===== src/blr_pkg.sv =====
// Package for the line rasterizer: field widths, register indexes, reset values
// and operation codes.
// No dependencies; used by the rasterizer top level and its checker.
package blr_pkg;

    localparam int COORD_BITS_DEF = 16;

    localparam int PIX_W    = 16;
    localparam int OFFSET_W = 28;
    localparam int COLOR_W  = 32;

    localparam int WIDTH_W  = 13;
    localparam int HEIGHT_W = 13;
    localparam int STRIDE_W = 17;
    localparam int BPP_W    = 4;
    localparam int CFG_W    = 17;

    localparam int S_TDATA_W = 96;
    localparam int M_TDATA_W = 96;

    localparam int PX_LSB  = 0;
    localparam int PY_LSB  = 16;
    localparam int OFF_LSB = 32;
    localparam int COL_LSB = 60;

    localparam logic [WIDTH_W-1:0]  WIDTH_RST  = 13'd1024;
    localparam logic [HEIGHT_W-1:0] HEIGHT_RST = 13'd768;
    localparam logic [STRIDE_W-1:0] STRIDE_RST = 17'd4096;
    localparam logic [BPP_W-1:0]    BPP_RST    = 4'd4;

    localparam logic OP_LOAD = 1'b0;
    localparam logic OP_STEP = 1'b1;

    typedef enum logic [1:0] {
        CFG_IMAGE_WIDTH     = 2'd0,
        CFG_IMAGE_HEIGHT    = 2'd1,
        CFG_LINE_STRIDE     = 2'd2,
        CFG_BYTES_PER_PIXEL = 2'd3
    } t_cfg_idx;

endpackage


===== src/bresenham_line_rasterizer.sv =====
// Bresenham line rasterizer: one load transfer sets up a line, each step
// transfer while the line is unfinished emits one pixel, registered and shown
// in the cycle after its step. One item per clock is sustained while the sink
// accepts; the output register is freed in the same cycle it is taken, so input
// and output run back to back. The line state update is the only loop.
// Synchronous active-low reset clears the line state and loads the register
// defaults (1024 x 768, stride 4096, 4 bytes per pixel). Depends on blr_pkg.
module bresenham_line_rasterizer
    import blr_pkg::*;
#(
    parameter int COORD_BITS = COORD_BITS_DEF
) (
    input  logic                 i_clk,
    input  logic                 i_rst_n,
    input  logic                 i_cfg_we,
    input  logic [1:0]           i_cfg_index,
    input  logic [CFG_W-1:0]     i_cfg_data,
    input  logic                 i_s_tvalid,
    output logic                 o_s_tready,
    // start_x[15:0], start_y[31:16], end_x[47:32], end_y[63:48], line_color[95:64]
    input  logic [S_TDATA_W-1:0] i_s_tdata,
    // operation[0]
    input  logic                 i_s_tuser,
    output logic                 o_m_tvalid,
    input  logic                 i_m_tready,
    // pixel_x[15:0], pixel_y[31:16], byte_offset[59:32], pixel_color[91:60], zero[95:92]
    output logic [M_TDATA_W-1:0] o_m_tdata,
    // on_image[0]
    output logic                 o_m_tuser,
    output logic                 o_m_tlast
);

    localparam int ERR_W = COORD_BITS + 2;
    localparam int CMP_W = ((COORD_BITS > WIDTH_W) ? COORD_BITS : WIDTH_W) + 1;

    logic [WIDTH_W-1:0]  r_image_width;
    logic [HEIGHT_W-1:0] r_image_height;
    logic [STRIDE_W-1:0] r_line_stride;
    logic [BPP_W-1:0]    r_bytes_per_pixel;

    logic signed [COORD_BITS-1:0] r_cur_x, n_cur_x;
    logic signed [COORD_BITS-1:0] r_cur_y, n_cur_y;
    logic signed [COORD_BITS-1:0] r_major_end, n_major_end;
    logic [COORD_BITS-1:0]        r_delta_x, n_delta_x;
    logic [COORD_BITS-1:0]        r_delta_y, n_delta_y;
    logic signed [ERR_W-1:0]      r_error_acc, n_error_acc;
    logic                         r_step_x_neg, n_step_x_neg;
    logic                         r_step_y_neg, n_step_y_neg;
    logic                         r_x_major, n_x_major;
    logic                         r_busy, n_busy;
    logic [COLOR_W-1:0]           r_held_color, n_held_color;

    logic                 r_m_valid, n_m_valid;
    logic [M_TDATA_W-1:0] r_m_data, n_m_data;
    logic                 r_m_user, n_m_user;
    logic                 r_m_last, n_m_last;

    logic                         w_accept;
    logic signed [COORD_BITS-1:0] w_sx, w_sy, w_ex, w_ey;
    logic signed [COORD_BITS:0]   w_dx_s, w_dy_s;
    logic [COORD_BITS-1:0]        w_dx_abs, w_dy_abs;
    logic                         w_load_xmaj;

    logic signed [CMP_W-1:0] w_x_cmp, w_y_cmp, w_w_cmp, w_h_cmp;
    logic                    w_on;
    logic                    w_fin;
    logic [29:0]             w_row_off;
    logic [16:0]             w_col_off;
    logic [OFFSET_W-1:0]     w_offset;

    logic signed [ERR_W-1:0]      w_err_dec;
    logic signed [COORD_BITS-1:0] w_x_inc, w_y_inc;

    assign o_s_tready = !r_m_valid || i_m_tready;
    assign w_accept   = i_s_tvalid && o_s_tready;

    assign w_sx = COORD_BITS'(i_s_tdata[15:0]);
    assign w_sy = COORD_BITS'(i_s_tdata[31:16]);
    assign w_ex = COORD_BITS'(i_s_tdata[47:32]);
    assign w_ey = COORD_BITS'(i_s_tdata[63:48]);

    assign w_dx_s   = (COORD_BITS+1)'(w_ex) - (COORD_BITS+1)'(w_sx);
    assign w_dy_s   = (COORD_BITS+1)'(w_ey) - (COORD_BITS+1)'(w_sy);
    assign w_dx_abs = w_dx_s[COORD_BITS] ? COORD_BITS'(-w_dx_s) : COORD_BITS'(w_dx_s);
    assign w_dy_abs = w_dy_s[COORD_BITS] ? COORD_BITS'(-w_dy_s) : COORD_BITS'(w_dy_s);
    assign w_load_xmaj = w_dx_abs > w_dy_abs;

    assign w_x_cmp = CMP_W'(r_cur_x);
    assign w_y_cmp = CMP_W'(r_cur_y);
    assign w_w_cmp = $signed(CMP_W'(r_image_width));
    assign w_h_cmp = $signed(CMP_W'(r_image_height));
    assign w_on = !w_x_cmp[CMP_W-1] && !w_y_cmp[CMP_W-1]
               && (w_x_cmp < w_w_cmp) && (w_y_cmp < w_h_cmp);

    assign w_row_off = 30'(w_y_cmp[WIDTH_W-1:0]) * 30'(r_line_stride);
    assign w_col_off = 17'(w_x_cmp[WIDTH_W-1:0]) * 17'(r_bytes_per_pixel);
    assign w_offset  = w_on ? (w_row_off[OFFSET_W-1:0] + OFFSET_W'(w_col_off))
                            : '0;

    assign w_fin = r_x_major ? (r_cur_x == r_major_end) : (r_cur_y == r_major_end);

    assign w_err_dec = r_error_acc - $signed(ERR_W'(r_x_major ? r_delta_y : r_delta_x));
    assign w_x_inc   = r_cur_x + (r_step_x_neg ? -COORD_BITS'(1) : COORD_BITS'(1));
    assign w_y_inc   = r_cur_y + (r_step_y_neg ? -COORD_BITS'(1) : COORD_BITS'(1));

    always_comb begin
        n_cur_x      = r_cur_x;
        n_cur_y      = r_cur_y;
        n_major_end  = r_major_end;
        n_delta_x    = r_delta_x;
        n_delta_y    = r_delta_y;
        n_error_acc  = r_error_acc;
        n_step_x_neg = r_step_x_neg;
        n_step_y_neg = r_step_y_neg;
        n_x_major    = r_x_major;
        n_busy       = r_busy;
        n_held_color = r_held_color;
        n_m_valid    = r_m_valid && !i_m_tready;
        n_m_data     = r_m_data;
        n_m_user     = r_m_user;
        n_m_last     = r_m_last;
        if (w_accept) begin
            if (i_s_tuser == OP_LOAD) begin
                n_cur_x      = w_sx;
                n_cur_y      = w_sy;
                n_delta_x    = w_dx_abs;
                n_delta_y    = w_dy_abs;
                n_step_x_neg = w_dx_s[COORD_BITS];
                n_step_y_neg = w_dy_s[COORD_BITS];
                n_x_major    = w_load_xmaj;
                n_major_end  = w_load_xmaj ? w_ex : w_ey;
                n_error_acc  = $signed(ERR_W'((w_load_xmaj ? w_dx_abs : w_dy_abs) >> 1));
                n_held_color = i_s_tdata[95:64];
                n_busy       = 1'b1;
            end else if (r_busy) begin
                n_m_valid = 1'b1;
                n_m_data  = {4'b0, r_held_color, w_offset,
                             PIX_W'(r_cur_y), PIX_W'(r_cur_x)};
                n_m_user  = w_on;
                n_m_last  = w_fin;
                if (w_fin) begin
                    n_busy = 1'b0;
                end else if (r_x_major) begin
                    n_cur_x = w_x_inc;
                    if (w_err_dec[ERR_W-1]) begin
                        n_cur_y     = w_y_inc;
                        n_error_acc = w_err_dec + $signed(ERR_W'(r_delta_x));
                    end else begin
                        n_error_acc = w_err_dec;
                    end
                end else begin
                    n_cur_y = w_y_inc;
                    if (w_err_dec[ERR_W-1]) begin
                        n_cur_x     = w_x_inc;
                        n_error_acc = w_err_dec + $signed(ERR_W'(r_delta_y));
                    end else begin
                        n_error_acc = w_err_dec;
                    end
                end
            end
        end
    end

    always_ff @(posedge i_clk) begin
        if (!i_rst_n) begin
            r_image_width     <= WIDTH_RST;
            r_image_height    <= HEIGHT_RST;
            r_line_stride     <= STRIDE_RST;
            r_bytes_per_pixel <= BPP_RST;
        end else if (i_cfg_we) begin
            unique case (t_cfg_idx'(i_cfg_index))
                CFG_IMAGE_WIDTH:     r_image_width     <= i_cfg_data[WIDTH_W-1:0];
                CFG_IMAGE_HEIGHT:    r_image_height    <= i_cfg_data[HEIGHT_W-1:0];
                CFG_LINE_STRIDE:     r_line_stride     <= i_cfg_data[STRIDE_W-1:0];
                CFG_BYTES_PER_PIXEL: r_bytes_per_pixel <= i_cfg_data[BPP_W-1:0];
                default:             r_image_width     <= r_image_width;
            endcase
        end
    end

    always_ff @(posedge i_clk) begin
        if (!i_rst_n) begin
            r_cur_x      <= '0;
            r_cur_y      <= '0;
            r_major_end  <= '0;
            r_delta_x    <= '0;
            r_delta_y    <= '0;
            r_error_acc  <= '0;
            r_step_x_neg <= 1'b0;
            r_step_y_neg <= 1'b0;
            r_x_major    <= 1'b0;
            r_busy       <= 1'b0;
            r_held_color <= '0;
            r_m_valid    <= 1'b0;
        end else begin
            r_cur_x      <= n_cur_x;
            r_cur_y      <= n_cur_y;
            r_major_end  <= n_major_end;
            r_delta_x    <= n_delta_x;
            r_delta_y    <= n_delta_y;
            r_error_acc  <= n_error_acc;
            r_step_x_neg <= n_step_x_neg;
            r_step_y_neg <= n_step_y_neg;
            r_x_major    <= n_x_major;
            r_busy       <= n_busy;
            r_held_color <= n_held_color;
            r_m_valid    <= n_m_valid;
        end
    end

    always_ff @(posedge i_clk) begin
        r_m_data <= n_m_data;
        r_m_user <= n_m_user;
        r_m_last <= n_m_last;
    end

    assign o_m_tvalid = r_m_valid;
    assign o_m_tdata  = r_m_data;
    assign o_m_tuser  = r_m_user;
    assign o_m_tlast  = r_m_last;

endmodule


===== config.mk =====
export PLATFORM = sky130hd
export DESIGN_NAME = bresenham_line_rasterizer
export DESIGN_NICKNAME = d
export VERILOG_FILES = /design/src/blr_pkg.sv /design/src/bresenham_line_rasterizer.sv
export SDC_FILE = /design/constraint.sdc
export NUM_CORES = 1
export LEC_CHECK = 0
export BUFFER_PORTS_ARGS = -buffer_cell sky130_fd_sc_hd__buf_2
export CORE_AREA = 10 10 232 234
export CTS_CLUSTER_DIAMETER = 30
export DETAILED_ROUTE_END_ITERATION = 6
export DIE_AREA = 0 0 242 244
export GPL_TIMING_DRIVEN = 0
export HOLD_SLACK_MARGIN = 0.15
export PLACE_DENSITY = 0.7
export SETUP_SLACK_MARGIN = 0.2
export SLEW_MARGIN = 5
export SYNTH_ARGS = -nofsm -noshare
export SYNTH_HDL_FRONTEND = slang
export SYNTH_SLANG_ARGS = --single-unit

===== constraint.sdc =====
create_clock -name i_clk -period 14.9 [get_ports i_clk]
set_input_delay 0.745 -clock i_clk [delete_from_list [all_inputs] [get_ports i_clk]]
set_output_delay 0.745 -clock i_clk [all_outputs]
set_load 0.02 [all_outputs]

==> impl_metrics.ini <==
[job]
cap_violations = 0

[clock_network]
cts_repair_resize_count = 0
cts.reportedPaths.clkPinSlew_ns = 0.05
cts_setup_buffers = 0
cts_sinks = 276
tritoncts = yes
cts-htree-levels = 3
cts-hold-fix-buffers = 0
ctsRootBufferMaster = clkbuf_16
maximum_number_of_buffers_from_clock_root_to_sink = 3
cts_made_buffers = 66
clk_latency_ns = 0.60

[placement]
placed_cell_area_um2 = 28610
dp_hpwl_um = 69930
place.gp.congestion = 0.9810
port-buffer-count = 214

[pwr]
ir_drop_mv = 0.1099
cell_internal_pwr_uw = 2414
power.switching_fraction_pct = 38.36
share_seq_of_total_power_pct = 22.9
switchingPower_uw = 1502
leakagePower_uw = 0.01426
clkPwrFrac_pct = 37.5
power.share.combinational_pct = 39.6
cellPowerDensity_nw_per_um2 = 126.6

[cells_and_area]
multiInputGateArea_um2 = 18210
nFillCells = 4289
seq_area_um2 = 6466
final_util_pct = 62.53
drive_gt1_share_pct = 11.02
post-route-cell-area_um2 = 30920
nets = 3982
areaGrowthSynthToFinish_pct = 15.99

[worst_hold_path]
min_from = i_s_tdata[82]
holdPathEnd = r_held_color[18]
holdCritPathClass = in -> reg
timing.hold.worst_path_depth = 3

[synth]
synth_cell_types = 87
postSynthCellCount = 3103
postSynthRegisterBits = 276
synthDominantCellAreaShare_pct = 16.52
syn-cell-area_um2 = 26660
seq_area_frac_synth_pct = 24.25
syn_area_per_cell_um2 = 8.591
synth_enable_flop_cells = 94
post-synth-top-area-cell = fa_1
synth.area.top_cells = fa_1 17%, dfxtp_1 14%, ha_1 12%
synthesis.yosys.warnings = 0
ys_async_sr_fraction_pct = 0
yosysMostFrequentCell = nand2_1
dominantRegCellSynth = dfxtp_1
synth_common_cells = 428 x nand2_1, 383 x inv_1, 252 x ha_1

[worst_setup_path]
cp-start-kind = flip-flop
critical_path.reg2reg.startpoint = r_cur_y[5]
cp_data_required_time_ns = 15.21
arrival_ns = 8.21
worstSetupPathType = reg -> reg
timing.critical_path.to_type = flip-flop
critPathSlowestCell = o31ai_1
cell_chain_of_the_critical_path = clkbuf_1, clkbuf_1, nand2_1, fa_1, inv_1, fa_1, ha_1, inv_1, fa_1, fa_1, fa_1, inv_1, ha_1, o21a_1, o21a_1, o311ai_0, o31ai_1, a2111oi_0, o21bai_1, a41o_1, xnor2_1, nor2_1
r2r_slack_ns = 7.00
slowest_delay_ns = 0.88
r2r-end = o_m_tdata[59]
worstPathMaxFanout = 10
cpMostUsedCell = fa_1
worstRegToRegCells = 22

[sta]
finalCriticalPeriod_ns = 7.901
hold-worst-slack_ns = 0.3902
clock_skew_ns = 0.01875
timing.final.max_slew_violations = 0
rsz0062_at_grt = false
fmax_mhz = 126.6
worst_slew_margin_rel_pct = 27.58
setup_viol = 0
final-hold-violation-count = 0
timing_worst_slew_pin_value_ns = 1.086
totalNegativeSetupSlack_ns = 0
final_min_period_over_clock_period_pct = 53.03

[drt]
drc_errors = 0
totalWireLength_um = 85950
vias_per_cell = 5.778
wire_per_inst_um = 20.88
route.antenna.remaining_nets = 0
detailroute.via_count = 23780
firstDrtPassIters = 5
drt_iter0_drc = 1825

[grt]
gr_util_all_layers_pct = 28.45
grt_max_degree = 58
global_route_met2_usage_pct = 48.83
grt_pass1_vias = 24160
grt_first_pass_wirelength_um = 132900
gr-usage-met1_pct = 33.45
antenna_violations_before_repair = 3
grt_util_met3_pct = 5.058
globalRoute.busiestLayer = met2
gr-total-overflow = 0

[floorplan]
coreArea_um2 = 49450
ios = 221
die_height_um = 244
die_width_um = 242
initial_core_util_pct = 53.91
die_area_um2 = 59050
core.rowCount = 82

[outcome]
outcome = complete, no violations
==> how the worst max path moves through the flow <==
stage	start	endpoint	slack (ns)	cells past startpoint
6_report	r_cur_y[5]	o_m_tdata[59]	7.00	22
3_5_place_dp	r_cur_y[2]	o_m_tdata[59]	7.18	22
3_3_place_gp	r_cur_y[6]	o_m_tdata[59]	7.28	22
5_1_grt	r_cur_y[2]	o_m_tdata[57]	6.66	23
4_1_cts	r_cur_y[2]	o_m_tdata[59]	7.16	22
2_1_floorplan	r_cur_y[8]	o_m_tdata[57]	8.65	23
==> stage by stage <==
stage,total power [uW],instances,worst slack (ns)
floorplan,1999,3106,8.651
global placement,2399,3992,7.279
detailed placement,2428,3993,7.175
finish,3916,4116,6.999
global route,4137,4115,6.663
CTS,3904,4112,7.162
==> critical path: cells and delay by family (launching register included) <==
| family | cells | cell delay (ns) |
|---|---|---|
| and+or+nand+nor | 2 | 0.20 |
| DFF | 1 | 0.43 |
| buffers and inverters | 5 | 1.42 |
| xor gates and xnor gates | 1 | 0.12 |
| adders and majority gates | 7 | 3.10 |
| AOI/OAI and AO/OA | 7 | 2.35 |
==> area by class of cell <==
type	count	share of cell area [%]
Multi-Input combinational cell	2303	58.88
Sequential cell	276	20.91
Clock buffer	88	6.243
Inverter	384	4.669
Timing Repair Buffer	215	3.553
Tap cell	672	2.719
Buffer	143	1.797
Clock inverter	31	1.194
Antenna cell	4	0.03237
==> logic make-up after synthesis <==
| group | share of synthesized area, % |
|---|---|
| AND/OR/NAND/NOR | 17.26 |
| AO/OA/AOI/OAI | 15.33 |
| buffers and inverters | 7.490 |
| adder cells (fa/ha/maj) | 28.35 |
| flip-flops | 24.25 |
| XOR/XNOR | 4.726 |
| multiplexers | 2.577 |
| other | 0.01407 |
==> registers in the layout, summed over array words and instances (netlist names), 16 cells and up <==
signal and flops:
r_delta_x 16, r_line_stride 17, r_cur_y 16, r_major_end 16, r_held_color 32, o_m_tdata 92, r_delta_y 16, r_error_acc 18
r_cur_x 16
==> routing by layer <==
layer	vias to the layer above	wire length (um)
li1	11060	-
met1	11470	33570
met2	1019	41520
met3	229	6294
met4	0	4573
met5	-	0
==> placed cells by master, fill, tap and decap left out, drive strengths merged, types with 7 or more instances in the layout <==
| master | count |
|---|---|
| edfxtp | 94 |
| o21a | 20 |
| a31oi | 23 |
| a2111oi | 9 |
| and2 | 134 |
| a311oi | 22 |
| o311ai | 7 |
| or2 | 15 |
| nand3 | 44 |
| nand2 | 429 |
| xor2 | 52 |
| fa | 220 |
| and3 | 17 |
| ha | 252 |
| a21oi | 207 |
| o211ai | 27 |
| clkinv | 14 |
| o21ai | 95 |
| a21o | 61 |
| a211o | 13 |
| nor3 | 46 |
| xnor2 | 91 |
| o31ai | 11 |
| clkbuf | 213 |
| a211oi | 55 |
| a31o | 7 |
| nand2b | 24 |
| or3 | 12 |
| nor2b | 14 |
| a21boi | 7 |
| mux2i | 63 |
| nor4 | 16 |
| inv | 393 |
| nor2 | 203 |
| nand4 | 8 |
| or4 | 8 |
| dfxtp | 182 |
| buf | 233 |
==> power by group through the flow <==
stage,Clock [uW],Combinational (uW),Sequential [uW]
finish,1470,1550,897
global route,1520,1720,901
CTS,1480,1530,895
detailed placement,0,1520,907
global placement,0,1490,906
floorplan,0,1120,882
(Power assumes the default switching activity.)
